[src/multi_index_linearizer_macros.svh]
// Assertion macros shared by the linearizer RTL.
`ifndef MULTI_INDEX_LINEARIZER_MACROS_SVH
`define MULTI_INDEX_LINEARIZER_MACROS_SVH
`ifndef SYNTH
`define MIL_ASSERT_IMP(lbl, clk, rst, ante, cons) \
   lbl: assert property (@(posedge clk) disable iff (rst) (ante) |-> (cons)) \
      else $error("same-cycle check failed");
`define MIL_ASSERT_NXT(lbl, clk, rst, ante, cons) \
   lbl: assert property (@(posedge clk) disable iff (rst) (ante) |=> (cons)) \
      else $error("next-cycle check failed");
`else
`define MIL_ASSERT_IMP(lbl, clk, rst, ante, cons)
`define MIL_ASSERT_NXT(lbl, clk, rst, ante, cons)
`endif
`endif

[src/mil_pkg.sv]
// Types, constants and the divide step shared by the linearizer modules.
package mil_pkg;

   localparam int MAX_DIMS     = 4;
   localparam int DIM_WIDTH    = 15;
   localparam int LIN_WIDTH    = 60;
   localparam int CNT_WIDTH    = 3;
   localparam int SEL_WIDTH    = 2;
   localparam int DIV_STEP     = 4;
   localparam int DIV_STAGES   = LIN_WIDTH / DIV_STEP;
   localparam int NDIV         = MAX_DIMS - 1;
   localparam int FRONT_STAGES = 4;
   localparam int H_SPLIT      = 23;
   localparam int ADDR_WIDTH   = 5;
   localparam int DATA_WIDTH   = 32;

   localparam logic [1:0] KIND_TO_LINEAR = 2'd0;
   localparam logic [1:0] KIND_TO_COORDS = 2'd1;
   localparam logic [1:0] KIND_ONE_COORD = 2'd2;
   localparam logic [1:0] KIND_TOTAL     = 2'd3;

   localparam logic [2:0] REG_NUM_DIMS   = 3'd0;
   localparam logic [2:0] REG_DIM_SIZE_0 = 3'd1;
   localparam logic [2:0] REG_DIM_SIZE_1 = 3'd2;
   localparam logic [2:0] REG_DIM_SIZE_2 = 3'd3;
   localparam logic [2:0] REG_DIM_SIZE_3 = 3'd4;

   typedef logic [DIM_WIDTH-1:0] dim_type;
   typedef logic [LIN_WIDTH-1:0] lin_type;
   typedef logic [1:0]           kind_type;

   typedef struct packed {
      logic [CNT_WIDTH-1:0]     dims;
      dim_type [MAX_DIMS-1:0]   radix;
   } cfg_type;

   typedef struct packed {
      kind_type                 kind;
      logic [SEL_WIDTH-1:0]     sel;
      logic [CNT_WIDTH-1:0]     dims;
      logic                     coord_bad;
      logic                     lin_bad;
      lin_type                  acc;
      lin_type                  total;
      dim_type [MAX_DIMS-1:0]   coord;
   } side_type;

   typedef struct packed {
      dim_type rem;
      lin_type num;
   } div_type;

   // DIV_STEP restoring divide steps; quotient bits shift into num
   function automatic div_type div_step(div_type s, dim_type d);
      logic [DIM_WIDTH:0] t;
      div_type            r;
      r = s;
      for (int i = 0; i < DIV_STEP; i++) begin
         t = {r.rem, r.num[LIN_WIDTH-1]};
         if (t >= {1'b0, d}) begin
            t     = t - {1'b0, d};
            r.num = {r.num[LIN_WIDTH-2:0], 1'b1};
         end else begin
            r.num = {r.num[LIN_WIDTH-2:0], 1'b0};
         end
         r.rem = t[DIM_WIDTH-1:0];
      end
      return r;
   endfunction

endpackage

[src/mil_div.sv]
// Pipelined restoring divider: wide index by one radix, DIV_STEP quotient bits per stage.
module mil_div (
   input  logic               clock,
   input  logic               reset,
   input  logic               in_valid,
   input  mil_pkg::lin_type   dividend,
   input  mil_pkg::dim_type   divisor,
   input  mil_pkg::side_type  in_side,
   output logic               out_valid,
   output mil_pkg::lin_type   quotient,
   output mil_pkg::dim_type   remainder,
   output mil_pkg::side_type  out_side
);
   import mil_pkg::*;

   logic     vld_ff  [DIV_STAGES];
   div_type  st_ff   [DIV_STAGES];
   side_type side_ff [DIV_STAGES];
   div_type  st_in   [DIV_STAGES];

   genvar s;
   generate
      for (s = 0; s < DIV_STAGES; s++) begin : g_stage
         if (s == 0) begin : g_first
            always_comb st_in[s] = div_step('{rem: '0, num: dividend}, divisor);
            always_ff @(posedge clock) begin
               if (reset) vld_ff[s] <= 1'b0;
               else       vld_ff[s] <= in_valid;
            end
            always_ff @(posedge clock) side_ff[s] <= in_side;
         end else begin : g_next
            always_comb st_in[s] = div_step(st_ff[s-1], divisor);
            always_ff @(posedge clock) begin
               if (reset) vld_ff[s] <= 1'b0;
               else       vld_ff[s] <= vld_ff[s-1];
            end
            always_ff @(posedge clock) side_ff[s] <= side_ff[s-1];
         end
         always_ff @(posedge clock) st_ff[s] <= st_in[s];
      end
   endgenerate

   assign out_valid = vld_ff[DIV_STAGES-1];
   assign quotient  = st_ff[DIV_STAGES-1].num;
   assign remainder = st_ff[DIV_STAGES-1].rem;
   assign out_side  = side_ff[DIV_STAGES-1];

endmodule

[config.mk]
export PLATFORM = sky130hd
export DESIGN_NAME = mil_div
export DESIGN_NICKNAME = d
export VERILOG_FILES = /design/src/multi_index_linearizer_macros.svh /design/src/mil_pkg.sv /design/src/mil_div.sv
export SDC_FILE = /design/constraint.sdc
export NUM_CORES = 2
export LEC_CHECK = 0
export BUFFER_PORTS_ARGS = -buffer_cell sky130_fd_sc_hd__buf_2
export CAP_MARGIN = 10
export CORE_AREA = 2 2 543 545
export DETAILED_ROUTE_END_ITERATION = 10
export DIE_AREA = 0 0 545 547
export PLACE_DENSITY = 0.67
export SETUP_SLACK_MARGIN = 0.5
export SLEW_MARGIN = 20
export SYNTH_ARGS = -nofsm -noshare
export SYNTH_HDL_FRONTEND = slang
export SYNTH_SLANG_ARGS = --single-unit
[constraint.sdc]
create_clock -name clock -period 34.6 [get_ports clock]
set_input_delay 8.65 -clock clock [delete_from_list [all_inputs] [get_ports clock]]
set_output_delay 8.65 -clock clock [all_outputs]
set_load 0.05 [all_outputs]
# Word-level counts from Yosys, hierarchy flattened
# Memory sizes are Yosys's and may differ from the RTL's.
# Cells that the tools add are included.
# totals
register_bits,0
latch_bits,0
mem_bits_rw,3975
rom_bits,0
input_bits,267
out_inout_bits,265
wordCells,276
n_memories,3
# memory_table
memory,depth,word_bits,rd,rd_clocked_by_memory_dff,write_ports,line,source
side_ff,15,189,15,0,15,mil_div.sv:18,side_type side_ff [DIV_STAGES];
st_ff,15,75,15,0,15,mil_div.sv:17,div_type st_ff [DIV_STAGES];
vld_ff,15,1,15,0,15,mil_div.sv:16,logic vld_ff [DIV_STAGES];
# classes
n_addsub,60
mul,0
div,0
order_cmp,60
n_eq_ne,0
shifts,0
n_mux,138
bitwise_logic,15
n_reduce_logical,0
# ops
op,n
$ge A16 B15 Y1,59
$mux W15,60
$sub A15 B15 Y15,59
$mux W1,78
$ge A1 B15 Y1,1
$or A1 B1 Y1,15
$sub A1 B15 Y15,1

# Logic depth before layout (Yosys ltp)
# depth
depth_word,8
mapped_depth,52
ltp_nobuf,49

# Least setup slack after synthesis
# OpenSTA, ideal clock, no wires.
# synth_timing
path_kind,input port to flip-flop
start,input port divisor[1]
end,memory st_ff[0][589] (netlist name)
setup_ns,0.122
t_arrival_ns,20.317
t_required_ns,34.478
setup_slack_ns,14.161
path_stages,47
path_buffers,5
path_cell_list,inv_1 -> fa_1 -> a21o_1 -> a21oi_1 -> o21ai_0 -> o221ai_1 -> o21ai_1 -> clkbuf_1 -> buf_1 -> o21ai_0 -> fa_1 -> nand2b_1 -> a21oi_1 -> o21ai_0 -> a21oi_1 -> o21ai_0 -> a21oi_1 -> nand3b_1 -> [11 not listed] -> nand2b_1 -> a31oi_1 -> and2_0 -> clkbuf_1 -> o21ai_0 -> ha_1 -> nor2b_1 -> o31a_1 -> o211ai_1 -> a21oi_1 -> nor3_1 -> nor2_1 -> o41ai_1 -> a221oi_1 -> a211oi_1 -> or2_2 -> inv_1 -> a221o_1
# synth_rtl
item,line,source
start: declaration,mil_div.sv:7,"input mil_pkg::dim_type divisor,"
end: declaration,mil_div.sv:17,

==> summary.txt <==
Critical path
  – Crit. End Element: register
  – Largest stage delay, worst path: 0.92 ns
  – Critical path's slowest cell: o21ai_0
  – Crit path DAT: 21.87 ns
  – Crit Reg-Reg Endpoint: st_ff[0][298]$_DFF_P_
  – WP data required: 35.38 ns
  – Setup CP Type: input port to register
  – CP startpoint kind: input port
  – FF-to-FF setup slack: 22.01 ns
  – Reg2Reg Launch Point: st_ff[0][209]$_DFF_P_
  – Register-to-Register Path Depth: 43
  – Worst Path Max Fanout: 22

Hold path
  – Hold Path Stages: 0
  – Min-delay src: side_ff[0][831]$_DFF_P_
  – Hold crit path type: register to register
  – Hold endpoint: side_ff[0][1020]$_DFF_P_

Logic synthesis
  – Gate Count Post-Synth: 11200
  – Post-Syn Area per Cell: 11.7 um2
  – Area leader, netlist: dfxtp_1
  – Ranking of synthesized cells by area: dfxtp_1 (61%), ha_1 (8.5%), mux2_2 (2.6%)
  – Post-synth EDFFs: 0
  – Mapped cell area: 131000 um2
  – Post-synth cell types: 104
  – Top cell type's share of synthesized area: 0.608
  – Yosys warns: 0
  – Post-synth ARST share: 0
  – Seq/Total Area, Yosys: 0.608
  – Post-synth net total: 12400
  – Synth Flop Type: dfxtp_1
  – Register bit total from synthesis: 3975

Route
  – Drt total wl: 278 mm
  – Via density: 5.02
  – Drt pass-1 iters: 6
  – Via Count: 80400
  – # DRC: 0
  – Initial drt markers: 4773
  – Drt wl/cell: 17.4 um
  – Routed Antenna Nets: 0

Global routing
  – Pin count of the biggest net entering global routing: 50
  – First-pass GRT wire length: 433 mm
  – Vias in the first global route: 80100
  – Antenna violations before repair: 20
  – Total global routing overflow: 0
  – Total GRT Usage: 0.181

Cells and area
  – Area Growth Syn to Fin: 14.3%
  – Layout cells sized above 1: 0.137
  – Non-Filler Instances: 16000
  – Multi-input gate area: 47200 um2
  – Final net count: 13000
  – FF+latch area: 79600 um2
  – Fillers: 25000

CTS
  – Root Buffer: clkbuf_16
  – Clk slew on worst S/H paths: 0.07 ns
  – TritonCTS Sinks: 3975
  – # hold bufs at CTS: 0
  – CTS Buf Count: 369
  – Post-CTS Repair Setup Buffers: 0
  – PostCTS Resize Cnt: 0
  – Clk Latency, worst-skew pair: 0.93 ns
  – CTS tree: done
  – Number of buffers on the longest clock path: 4
  – Number of H-tree levels: 5

Timing
  – Minimum clock period: 21.10 ns
  – TNS Setup: 0 ns
  – Slew margin rel.: 0.342
  – Setup-failing EPs final: 0
  – Unrepaired setup endpoints after global routing: no
  – Final Hold Vio Count: 0
  – Ratio of final minimum period to clock period: 0.610
  – Fmax: 47.4 MHz
  – Setup slack after layout: 13.50 ns
  – Max Slew Vio Count: 0
  – Worst Skew: 0.0566 ns
  – Worst-margin pin slew: 0.975 ns

Floorplan
  – Starting Density: 0.448
  – Chip Width: 545 um
  – Core area: 293000 um2
  – Num rows: 199
  – Die height: 547 um
  – I/O pin count: 532
  – Die ar.: 298000 um2

Flow run
  – Max cap viols: 0

Placed design
  – DP Worst Slack: 12.80 ns
  – Gp weighted congestion: 0.928
  – Port Buffers: 531
  – HPWL Detailed: 195 mm
  – # placed instances: 15300

Outcome
  – Status: complete, no violations
cell usage after synthesis (all sizes together), types with 59 or more instances:
master,n
ha,887
o31ai,66
a31oi,65
or3,59
buf,299
mux2i,99
o21a,120
clkbuf,89
dfxtp,3975
nor3,174
nor2,557
o21ai,586
nand2,550
o21bai,66
nand2b,133
a21oi,609
nand3,108
xor2,245
fa,59
inv,453
nor2b,155
o221ai,65
a21o,192
a211oi,63
mux2,303
nand4,126
xnor2,381
registers in the layout (all words and copies together), names as in the netlist:
signal and cells:
vld_ff 15, st_ff 1125, side_ff 2835
layer usage:
layer  track usage  vias up  part of all wire
met3        0.0304      575             0.053
li1              -    39900                 -
met4        0.0645       12             0.033
met5             0        -           0.00030
met2         0.303     2119              0.47
met1         0.233    37800              0.45
cells in the final DEF (no fill, tap or decap), drive strengths merged, types with 66 or more instances in the layout:
cell type and count:
dfxtp 3975, ha 887, a21oi 609, buf 609, o21ai 586, nor2 557, nand2 550, clkbuf 505
inv 475, xnor2 381, mux2 303, xor2 245, a21o 192, nor3 174, nor2b 155, nand2b 133
nand4 126, o21a 120, nand3 108, mux2i 99, clkinv 92, o31ai 66, o21bai 66
how the worst max path moves through the flow:
| stage | startpoint | end | slack (ns) | cells after the start |
|---|---|---|---|---|
| 6_report | divisor[2] | st_ff[1][443]$_DFF_P_ | 13.50 | 45 |
| 5_1_grt | divisor[1] | st_ff[0][298]$_DFF_P_ | 12.53 | 44 |
| 4_1_cts | divisor[2] | st_ff[1][443]$_DFF_P_ | 13.76 | 45 |
| 3_5_place_dp | divisor[2] | st_ff[1][443]$_DFF_P_ | 12.80 | 45 |
| 3_3_place_gp | divisor[2] | st_ff[0][374]$_DFF_P_ | 13.11 | 44 |
| 2_1_floorplan | divisor[1] | st_ff[0][589]$_DFF_P_ | 14.16 | 47 |
kinds of logic after synthesis:
group	count (synthesis)	synth area share
simple gates	2100	0.0780
flops	3975	0.608
compound gates	2289	0.113
buf+inv	844	0.0321
fa+ha+maj	946	0.0938
xor+xnor	626	0.0419
mux	402	0.0336
worst max-delay path: cells and delay by family:
family,cells,cell delay [ns]
adders and majority gates,4,1.35
AOI/OAI and AO/OA,24,6.83
muxes,1,0.25
buffers and inverters,8,2.53
and+or+nand+nor,8,2.16
through the flow:
| step | util | hold slack (ns) | instance area [um2] |
|---|---|---|---|
| after floorplan | - | 0.310 | 131000 |
| after global placement | 0.467 | 0.309 | 137000 |
| after detailed placement | 0.467 | 0.312 | 137000 |
| after CTS | 0.512 | 0.272 | 150000 |
| after global routing | 0.512 | 0.288 | 150000 |
| final | 0.512 | 0.275 | 150000 |
cell type report:
class                   count  area share
diodes                      7    0.000117
well taps                3919      0.0327
flip-flops and latches   3975       0.531
inverters                 456      0.0114
repair buffers            609      0.0222
clock inverters           169      0.0168
clock buffers             505      0.0699
multi-input cells        6363       0.315
Power is left out: the tool's default activity adds up to more than one toggle a clock period on the data nets, which glitch-free logic cannot reach.
