<file path="src/multi_index_linearizer_macros.svh">
// Assertion macros shared by the linearizer RTL.
`ifndef MULTI_INDEX_LINEARIZER_MACROS_SVH
`define MULTI_INDEX_LINEARIZER_MACROS_SVH
`ifndef SYNTH
`define MIL_ASSERT_IMP(lbl, clk, rst, ante, cons) \
   lbl: assert property (@(posedge clk) disable iff (rst) (ante) |-> (cons)) \
      else $error("same-cycle check failed");
`define MIL_ASSERT_NXT(lbl, clk, rst, ante, cons) \
   lbl: assert property (@(posedge clk) disable iff (rst) (ante) |=> (cons)) \
      else $error("next-cycle check failed");
`else
`define MIL_ASSERT_IMP(lbl, clk, rst, ante, cons)
`define MIL_ASSERT_NXT(lbl, clk, rst, ante, cons)
`endif
`endif

</file>
<file path="src/mil_pkg.sv">
// Types, constants and the divide step shared by the linearizer modules.
package mil_pkg;

   localparam int MAX_DIMS     = 4;
   localparam int DIM_WIDTH    = 15;
   localparam int LIN_WIDTH    = 60;
   localparam int CNT_WIDTH    = 3;
   localparam int SEL_WIDTH    = 2;
   localparam int DIV_STEP     = 4;
   localparam int DIV_STAGES   = LIN_WIDTH / DIV_STEP;
   localparam int NDIV         = MAX_DIMS - 1;
   localparam int FRONT_STAGES = 4;
   localparam int H_SPLIT      = 23;
   localparam int ADDR_WIDTH   = 5;
   localparam int DATA_WIDTH   = 32;

   localparam logic [1:0] KIND_TO_LINEAR = 2'd0;
   localparam logic [1:0] KIND_TO_COORDS = 2'd1;
   localparam logic [1:0] KIND_ONE_COORD = 2'd2;
   localparam logic [1:0] KIND_TOTAL     = 2'd3;

   localparam logic [2:0] REG_NUM_DIMS   = 3'd0;
   localparam logic [2:0] REG_DIM_SIZE_0 = 3'd1;
   localparam logic [2:0] REG_DIM_SIZE_1 = 3'd2;
   localparam logic [2:0] REG_DIM_SIZE_2 = 3'd3;
   localparam logic [2:0] REG_DIM_SIZE_3 = 3'd4;

   typedef logic [DIM_WIDTH-1:0] dim_type;
   typedef logic [LIN_WIDTH-1:0] lin_type;
   typedef logic [1:0]           kind_type;

   typedef struct packed {
      logic [CNT_WIDTH-1:0]     dims;
      dim_type [MAX_DIMS-1:0]   radix;
   } cfg_type;

   typedef struct packed {
      kind_type                 kind;
      logic [SEL_WIDTH-1:0]     sel;
      logic [CNT_WIDTH-1:0]     dims;
      logic                     coord_bad;
      logic                     lin_bad;
      lin_type                  acc;
      lin_type                  total;
      dim_type [MAX_DIMS-1:0]   coord;
   } side_type;

   typedef struct packed {
      dim_type rem;
      lin_type num;
   } div_type;

   // DIV_STEP restoring divide steps; quotient bits shift into num
   function automatic div_type div_step(div_type s, dim_type d);
      logic [DIM_WIDTH:0] t;
      div_type            r;
      r = s;
      for (int i = 0; i < DIV_STEP; i++) begin
         t = {r.rem, r.num[LIN_WIDTH-1]};
         if (t >= {1'b0, d}) begin
            t     = t - {1'b0, d};
            r.num = {r.num[LIN_WIDTH-2:0], 1'b1};
         end else begin
            r.num = {r.num[LIN_WIDTH-2:0], 1'b0};
         end
         r.rem = t[DIM_WIDTH-1:0];
      end
      return r;
   endfunction

endpackage

</file>
<file path="src/mil_csr.sv">
// Configuration registers on the APB-style port, plus the effective shape.
module mil_csr (
   input  logic                          clock,
   input  logic                          reset,
   input  logic                          psel,
   input  logic                          penable,
   input  logic                          pwrite,
   input  logic [mil_pkg::ADDR_WIDTH-1:0] paddr,
   input  logic [mil_pkg::DATA_WIDTH-1:0] pwdata,
   output logic [mil_pkg::DATA_WIDTH-1:0] prdata,
   output logic                          pready,
   output mil_pkg::cfg_type              cfg
);
   import mil_pkg::*;

   logic [CNT_WIDTH-1:0]   num_dims_ff, num_dims_in;
   dim_type [MAX_DIMS-1:0] size_ff, size_in;
   logic [2:0]             idx;
   logic                   wr;
   logic [CNT_WIDTH-1:0]   dims;

   assign idx    = paddr[4:2];
   assign wr     = psel & penable & pwrite;
   assign pready = 1'b1;

   always_comb begin
      num_dims_in = num_dims_ff;
      size_in     = size_ff;
      if (wr) begin
         case (idx)
            REG_NUM_DIMS:   num_dims_in = pwdata[CNT_WIDTH-1:0];
            REG_DIM_SIZE_0: size_in[0]  = pwdata[DIM_WIDTH-1:0];
            REG_DIM_SIZE_1: size_in[1]  = pwdata[DIM_WIDTH-1:0];
            REG_DIM_SIZE_2: size_in[2]  = pwdata[DIM_WIDTH-1:0];
            REG_DIM_SIZE_3: size_in[3]  = pwdata[DIM_WIDTH-1:0];
            default: ;
         endcase
      end
   end

   always_ff @(posedge clock) begin
      if (reset) begin
         num_dims_ff <= CNT_WIDTH'(1);
         size_ff     <= {MAX_DIMS{DIM_WIDTH'(1)}};
      end else begin
         num_dims_ff <= num_dims_in;
         size_ff     <= size_in;
      end
   end

   always_comb begin
      case (idx)
         REG_NUM_DIMS:   prdata = DATA_WIDTH'(num_dims_ff);
         REG_DIM_SIZE_0: prdata = DATA_WIDTH'(size_ff[0]);
         REG_DIM_SIZE_1: prdata = DATA_WIDTH'(size_ff[1]);
         REG_DIM_SIZE_2: prdata = DATA_WIDTH'(size_ff[2]);
         REG_DIM_SIZE_3: prdata = DATA_WIDTH'(size_ff[3]);
         default:        prdata = '0;
      endcase
   end

   // zero count acts as one, large count clamps
   always_comb begin
      if (num_dims_ff == '0)
         dims = CNT_WIDTH'(1);
      else if (num_dims_ff > CNT_WIDTH'(MAX_DIMS))
         dims = CNT_WIDTH'(MAX_DIMS);
      else
         dims = num_dims_ff;
   end

   // unused dims get radix 1 so products and divides pass through
   always_comb begin
      cfg.dims = dims;
      for (int k = 0; k < MAX_DIMS; k++) begin
         if (dims > CNT_WIDTH'(k))
            cfg.radix[k] = (size_ff[k] == '0) ? DIM_WIDTH'(1) : size_ff[k];
         else
            cfg.radix[k] = DIM_WIDTH'(1);
      end
   end

endmodule

</file>
<file path="config.mk">
export PLATFORM = sky130hd
export DESIGN_NAME = mil_csr
export DESIGN_NICKNAME = d
export VERILOG_FILES = /design/src/multi_index_linearizer_macros.svh /design/src/mil_pkg.sv /design/src/mil_csr.sv
export SDC_FILE = /design/constraint.sdc
export NUM_CORES = 1
export LEC_CHECK = 0
export BUFFER_PORTS_ARGS = -buffer_cell sky130_fd_sc_hd__clkbuf_2
export CORE_MARGIN = 4
export CORE_UTILIZATION = 50
export CTS_CLUSTER_SIZE = 40
export DETAILED_ROUTE_END_ITERATION = 8
export HOLD_SLACK_MARGIN = 0.02
export PLACE_DENSITY = 0.85
export SLEW_MARGIN = 10
export SYNTH_ARGS = -nofsm -noshare
export SYNTH_HDL_FRONTEND = slang
export SYNTH_SLANG_ARGS = --single-unit
</file>
<file path="constraint.sdc">
create_clock -name clock -period 1.45 [get_ports clock]
set_input_delay 0.145 -clock clock [delete_from_list [all_inputs] [get_ports clock]]
set_output_delay 0.145 -clock clock [all_outputs]
set_load 0.005 [all_outputs]
</file>
# ---- Yosys cells after proc, flatten, opt, wreduce, memory -nomap -nowiden
# Cells that the tools add are included.
dict set report totals {
  regBits 63
  output_inout_bits 96
}
dict set report op_classes {
  magnitude_cmp 5
  n_eq_ne 4
  muxes 11
  bitwise_logic 2
  n_reduce_logical 11
}
# operator n
set ops {}
lappend ops {{two-way mux 15 bit} 8}
lappend ops {{case mux 15 bit (5 select lines)} 1}
lappend ops {{zero test 15 bit} 4}
lappend ops {{AND reduction 2 bit} 5}
lappend ops {{== test 3 x 2 -> 1 bit (second input constant)} 2}
lappend ops {{> comparator 3 x 1 -> 1 bit (second input constant)} 2}
lappend ops {{> comparator 3 x 2 -> 1 bit (second input constant)} 2}
lappend ops {{zero test 3 bit} 2}
lappend ops {{two-way mux 3 bit} 2}
lappend ops {{== test 3 x 1 -> 1 bit (second input constant)} 1}
lappend ops {{== test 3 bit (second input constant)} 1}
lappend ops {{> comparator 3 bit (second input constant)} 1}
lappend ops {{bitwise AND 1 bit} 2}

# ---- Longest topological paths before layout
# Gate-level depths: netlist of the first run.
dict set report depth {
  ltp_word 5
  depth_mapped 6
  ltp_nobuf 3
}

# ---- Worst setup path before layout of the first run
# Ideal clock, no wire load.
dict set report synth_path {
  path_kind {register to output}
  start {reg size_ff[15] in the netlist's numbering}
  end {out cfg[15] in the netlist's numbering}
  arrival_ns 1.173
  t_required_ns 1.305
  setup_slack_ns 0.132
  path_stages_with_launch 4
  path_buffers 0
  cell_sequence {dfxtp_1 or4_1 nor4_1 a311o_1}
}
# item line
set synth_lines {}
lappend synth_lines {{start, declared} mil_csr.sv:17} ;# dim_type [MAX_DIMS-1:0] size_ff, size_in;
lappend synth_lines {{start signal, assigned} mil_csr.sv:44} ;# size_ff <= {MAX_DIMS{DIM_WIDTH'(1)}};
lappend synth_lines {{start signal, assigned} mil_csr.sv:47} ;# size_ff <= size_in;
lappend synth_lines {{end, declared} mil_csr.sv:12} ;# output mil_pkg::cfg_type cfg

==> flow_summary_export.csv, run 1 <==
group,metric,value,unit
run_status,status,"complete, but fails checks",
run_status,violations,"negative setup slack",
global_route,grt_pass1_vias,3458,
timing,max_freq,542,MHz
timing,worst_slack,-0.394,ns
yosys,synth.cell_area,3630,um2
global_route,grt_max_degree,36,
clock_tree,clk_pin_slew,0.07,ns
die,fp.dieH,93.2,um
yosys,synthCells,414,
drt,first_pass_iters,5,
drt,viasPerCell,5.68,
yosys,synth_top_cells_by_area,"dfxtp_1 35%, mux2i_1 17%, nand2b_1 10%",
finish,stdcell_area,4760,um2
yosys,synth_top_area_cell,"dfxtp_1",
die,die-area,8690,um2
clock_tree,root_buffer,"clkbuf_8",
global_route,grt_overflow,0,
critical_path,rr_startpoint,"size_ff[18]",
timing,clock_skew,0,ns
die,ios,138,
global_route,grt.total_usage,0.273,
finish,area_growth,30.9,%
die,floorplan.rows,30,
power,power.leakage,0.00224,uW
yosys,synth_top_area_share,0.347,
placed_design,place_area,4230,um2
global_route,grt_pass1_wl,18500,um
timing,fin_tns_setup,-1.59,ns
critical_path,critPathMaxFanout,2,
die,core_area,6940,um2
finish,fillers,539,
run,maxCapViolCount,0,
timing,rsz0062_at_grt,"true",
placed_design,place.gp.congestion,0.887,
placed_design,dp_hpwl,8100,um
timing,slew_headroom,0.583,
drt,wl,11900,um
finish,nets,566,
finish,antennaDiodeCount,0,
die,die_w,93.2,um
critical_path,crit_end,"cfg[30]",
critical_path,r2r_cells,4,
clock_tree,cts-htree-levels,3,
critical_path,start_kind,"flip-flop",
timing,min_period_over_period,1.27,
clock_tree,insertion_delay,0.34,ns
critical_path,cp-startpoint,"size_ff[36]",
drt,first_iter_violations,249,
finish,drive_gt1_frac,0.397,
timing,period_minus_slack,1.84,ns
drt,drcViolationCount,0,
drt,ant_nets,0,
finish,multiInputGateArea,2280,um2
yosys,ys_warn_count,0,
placed_design,preCtsSetupSlack,-0.0677,ns
clock_tree,cts_tree,"built",
clock_tree,numCtsBuffers,9,
finish,register_area,1290,um2
power,ir_drop,0.487,mV
critical_path,worstSetupPathType,"flip-flop to output pin",
yosys,syn_avg_cell_area,8.78,um2
timing,setup_viol,20,
global_route,grt_antenna_before_repair,0,
timing,slew_viol_final,0,
power,powerDensity,723,nW/um2
critical_path,crit_path_end_kind,"output pin",
die,initial_core_util,0.523,
timing,whs,0.165,ns
yosys,ys_seq_area_frac,0.347,
clock_tree,cts.sinks,63,
yosys,synth_cell_types,34,
placed_design,portBuffers,100,
timing,tightestPinTransition,0.626,ns
critical_path,cp_data_required_time,1.31,ns
drt,wl_per_cell,19.1,um
critical_path,worst_ep_arrival_time,1.70,ns
yosys,yosys_register_bits,63,
min_path,min_path_cells,3,
clock_tree,clockBufferDepth,2,
critical_path,r2r-end,"size_ff[18]",
min_path,hold_class,"input port to flip-flop",
critical_path,rrSetupSlack,0.52,ns
timing,hold_viol,0,
drt,vias,3536,
stage by stage:
step / utilization / power, uW / std cells
6_report: 0.685 / 3440 / 623
3_5_place_dp: 0.610 / 2100 / 599
3_3_place_gp: 0.610 / 2090 / 599
5_1_grt: 0.685 / 3560 / 623
2_1_floorplan: - / 2010 / 430
4_1_cts: 0.667 / 3420 / 621
critical path: stages, from the launching register on:
cell and delay, ns:
dfxtp_1 0.32, or4_4 0.53, nor4_2 0.17, a311o_1 0.22, clkbuf_2 0.12
sequential cells by signal, indices dropped and copies added (netlist names):
| name | flops |
|---|---|
| num_dims_ff | 3 |
| size_ff | 60 |
placed cells by master (no fill, tap or decap), types with 2 or more instances in the layout:
| master | n |
|---|---|
| clkbuf_2 | 91 |
| mux2i_1 | 61 |
| o21ai_0 | 27 |
| o22ai_2 | 3 |
| nand3b_1 | 2 |
| nor4_1 | 6 |
| a22oi_1 | 12 |
| nor4_2 | 3 |
| a311o_1 | 2 |
| nor2b_2 | 5 |
| o22ai_1 | 12 |
| nor4_4 | 3 |
| nand2b_1 | 60 |
| clkbuf_8 | 11 |
| buf_4 | 35 |
| and2_1 | 14 |
| dfxtp_1 | 45 |
| clkbuf_1 | 2 |
| conb_1 | 18 |
| a22oi_2 | 6 |
| nor2_1 | 8 |
| dfxtp_4 | 4 |
| buf_2 | 9 |
| dfxtp_2 | 14 |
| buf_6 | 8 |
| nor2b_4 | 6 |
| nor2b_1 | 36 |
| mux2_2 | 2 |
| and3_1 | 2 |
cells in the mapped netlist:
cell type and number:
dfxtp_1 63, mux2i_1 61, nand2b_1 60, nor2b_1 47, clkbuf_1 31, o21ai_0 27
buf_4 20, a22oi_1 18, o22ai_1 15, and2_1 14, nor4_1 12, nor2_1 9
buf_2 7, mux2_2 3, a21oi_1 2, a311o_1 2, and3_1 2, buf_6 2
conb_1 2, nand3b_1 2, or4_1 2, a41o_1 1, and4b_1 1, buf_8 1
clkbuf_2 1, inv_1 1, nand2_1 1, nand3_1 1, nand3_2 1, nand4_1 1
nand4b_1 1, nor3_1 1, o21ai_1 1, or2_1 1
worst min-delay path by stage:
stage,startpoint,endpoint,slack [ns]
after global routing,pwdata[0],num_dims_ff[0],0.17
after CTS,pwdata[12],size_ff[12],0.14
final,pwdata[12],size_ff[12],0.16
after global placement,size_ff[55],size_ff[55],0.49
after floorplan,pwdata[0],size_ff[0],0.35
after detailed placement,size_ff[35],size_ff[35],0.50
cell families (layout without fill, tap and decap cells):
group,after synthesis,after routing,synth area share
AOI/OAI and AO/OA,66,66,0.113
other,2,18,0.00207
buffers and inverters,63,160,0.0957
DFF,63,63,0.347
and+or+nand+nor,156,156,0.265
muxes,64,64,0.177
timing repair:
item	4_1_cts	5_1_grt
cloned	2	0
resized for setup	40	42
pin swaps	12	5
endpoints found under the setup margin	30	51
buffers inserted	7	2
hold endpoints to repair	0	0
hold buffers	0	0
power breakdown:
group          total, uW  internal (uW)  leakage (uW)  switching [uW]
clock network       1340            693     0.0000854             651
logic                343            143       0.00163             200
registers           1750           1740      0.000516            16.8
final cells by class:
| type | instances | share of cell area |
|---|---|---|
| multi-input cells | 304 | 0.479 |
| flip-flops and latches | 63 | 0.272 |
| repair buffers | 145 | 0.188 |
| clock buffers | 13 | 0.0334 |
| well taps | 96 | 0.0253 |
| clock inverters | 1 | 0.00105 |
| inverters | 1 | 0.000789 |
layer usage:
metal / routed length [um] / up-vias / GRT usage
met5: 0 / - / 0
met4: 390 / 0 / 0.125
met3: 1080 / 33 / 0.0756
met2: 5550 / 218 / 0.426
met1: 4880 / 1678 / 0.350
li1: - / 1607 / -
Power figures use the tool's default switching activity.
==> inputs of run 2 (changes only) <==
--- a/config.mk
+++ b/config.mk
@@ -12,6 +12,7 @@
 export DETAILED_ROUTE_END_ITERATION = 8
 export HOLD_SLACK_MARGIN = 0.02
 export PLACE_DENSITY = 0.85
+export REMOVE_ABC_BUFFERS = 1
 export SLEW_MARGIN = 10
 export SYNTH_ARGS = -nofsm -noshare
 export SYNTH_HDL_FRONTEND = slang
==> flow_summary_export.csv, run 2 (synthesis results as in run 1) <==
group,metric,value,unit
run_status,status,"complete, but fails checks",
run_status,violations,"negative setup slack",
critical_path,timing.critical_path.buf_inv,1,
critical_path,slowest_delay,0.55,ns
global_route,grt.total_usage,0.271,
drt,viasPerCell,5.75,
finish,area_growth,31.3,%
power,powerDensity,752,nW/um2
power,power.leakage,0.00226,uW
critical_path,crit_family,"simple AND/OR/NAND/NOR gates",
finish,final_cell_mix,"95 x clkbuf_2, 60 x mux2i_1, 59 x nand2b_1",
clock_tree,cts.sinks,63,
drt,ant_nets,0,
timing,tightestPinTransition,0.570,ns
finish,drive_gt1_frac,0.392,
drt,first_iter_violations,433,
finish,regMostFlops,"size_ff",
timing,slew_headroom,0.620,
timing,period_minus_slack,1.89,ns
critical_path,cp_data_required_time,1.31,ns
timing,worst_slack,-0.441,ns
die,core_area,6940,um2
die,ios,138,
critical_path,crit_path_end_kind,"output pin",
global_route,grt_pass1_wl,18400,um
global_route,grt_overflow,0,
clock_tree,root_buffer,"clkbuf_8",
power,p_total,3590,uW
finish,largest_reg_flops,60,
timing,min_period_over_period,1.30,
timing,hold_viol,0,
drt,first_pass_iters,5,
die,floorplan.rows,30,
critical_path,cp_cell_sequence,"or4_4 > nor4_4 > a311o_1 > buf_2",
placed_design,place_area,4320,um2
critical_path,worst_ep_arrival_time,1.75,ns
clock_tree,clockBufferDepth,2,
critical_path,worstSetupPathType,"flip-flop to output pin",
clock_tree,insertion_delay,0.34,ns
die,die_w,93.2,um
clock_tree,holdBufCountCts,0,
die,initial_core_util,0.523,
timing,setup_viol,8,
finish,nets,567,
power,ir_drop,0.449,mV
min_path,hold_class,"input port to flip-flop",
placed_design,preCtsSetupSlack,-0.169,ns
timing,max_freq,529,MHz
timing,rsz0062_at_grt,"true",
critical_path,critPathMaxFanout,2,
placed_design,place.gp.congestion,0.917,
placed_design,portBuffers,100,
drt,wl,12200,um
global_route,grt_pass1_vias,3423,
clock_tree,clk_pin_slew,0.07,ns
die,die-area,8690,um2
placed_design,dp_hpwl,8170,um
clock_tree,cts-htree-levels,3,
finish,fillers,534,
finish,stdcell_area,4770,um2
drt,wl_per_cell,19.5,um
clock_tree,numCtsBuffers,9,
finish,largestRegisters,"size_ff x60, num_dims_ff x3",
die,fp.dieH,93.2,um
timing,clock_skew,0,ns
critical_path,worst_path_max_delay_cell,"or4_4",
timing,slew_viol_final,0,
global_route,grt_max_degree,79,
clock_tree,cts_tree,"built",
drt,vias,3599,
finish,antennaDiodeCount,0,
run,maxCapViolCount,0,
finish,layout_commonest_cell,"clkbuf_2",
critical_path,start_kind,"flip-flop",
drt,drcViolationCount,0,
global_route,grt_antenna_before_repair,0,
==> run 2: cell count changes in the layout (fill, tap and decap cells not counted), sizes merged <==
cell / previous run / this run
buf: 54 / 51
clkinv: 1 / 3
clkbuf: 104 / 107
bufinv: 0 / 1
==> run 2: metrics by stage <==
stage | TNS (ns) | util | std cells | hold slack, ns
2_1_floorplan | 0 | - | 368 | 0.307
3_3_place_gp | -0.191 | 0.622 | 607 | 0.470
3_5_place_dp | -0.230 | 0.622 | 607 | 0.487
5_1_grt | -2.01 | 0.687 | 626 | 0.144
6_report | -1.61 | 0.687 | 626 | 0.120
4_1_cts | -1.35 | 0.668 | 623 | 0.116
==> run 2: cell type report <==
| type | count | area (um2) | share of cell area |
|---|---|---|---|
| clock buffer | 12 | 145 | 0.0304 |
| tap | 96 | 120 | 0.0252 |
| multi-input combinational | 304 | 2270 | 0.477 |
| sequential | 63 | 1300 | 0.273 |
| inverter | 1 | 3.75 | 0.000787 |
| clock inverter | 4 | 45.0 | 0.00944 |
| timing repair buffer | 146 | 882 | 0.185 |
==> run 2: worst register-to-register path: cells and delay by family, from the launching register on <==
kind / cells / cell delay (ns)
flops: 1 / 0.33
compound gates: 2 / 0.22
simple gates: 1 / 0.13
buf+inv: 2 / 0.24
==> run 2: worst paths after layout <==
| path | startpoint | endpoint | slack [ns] | cells after the start |
|---|---|---|---|---|
| worst max-delay path | size_ff[36] | cfg[30] | -0.44 | 4 |
| worst min-delay path | pwdata[13] | size_ff[13] | 0.12 | 3 |
| worst max register to register | size_ff[17] | size_ff[17] | 0.39 | 5 |
| worst min register to register | size_ff[31] | size_ff[31] | 0.52 | 2 |
==> run 2: metal layers <==
layer	global-route usage	part of all wire	up-vias	wire, um
met4	0.129	0.051	0	621
met5	0	0	-	0
met2	0.433	0.47	251	5750
met1	0.345	0.38	1679	4640
met3	0.0611	0.096	54	1160
li1	-	-	1615	-
==> run 2: repair_timing <==
| action | in CTS | in global routing |
|---|---|---|
| buffers inserted | 1 | 3 |
| resized for setup | 33 | 37 |
| pin swaps | 8 | 5 |
| endpoints found under the hold margin | 0 | 0 |
| endpoints found under the setup margin | 35 | 40 |
==> run 2: power breakdown <==
part / internal, uW / switching [uW] / total (uW)
Sequential: 1730 / 18.5 / 1750
Clock: 833 / 667 / 1500
Combinational: 144 / 191 / 335
Total: 2710 / 877 / 3590
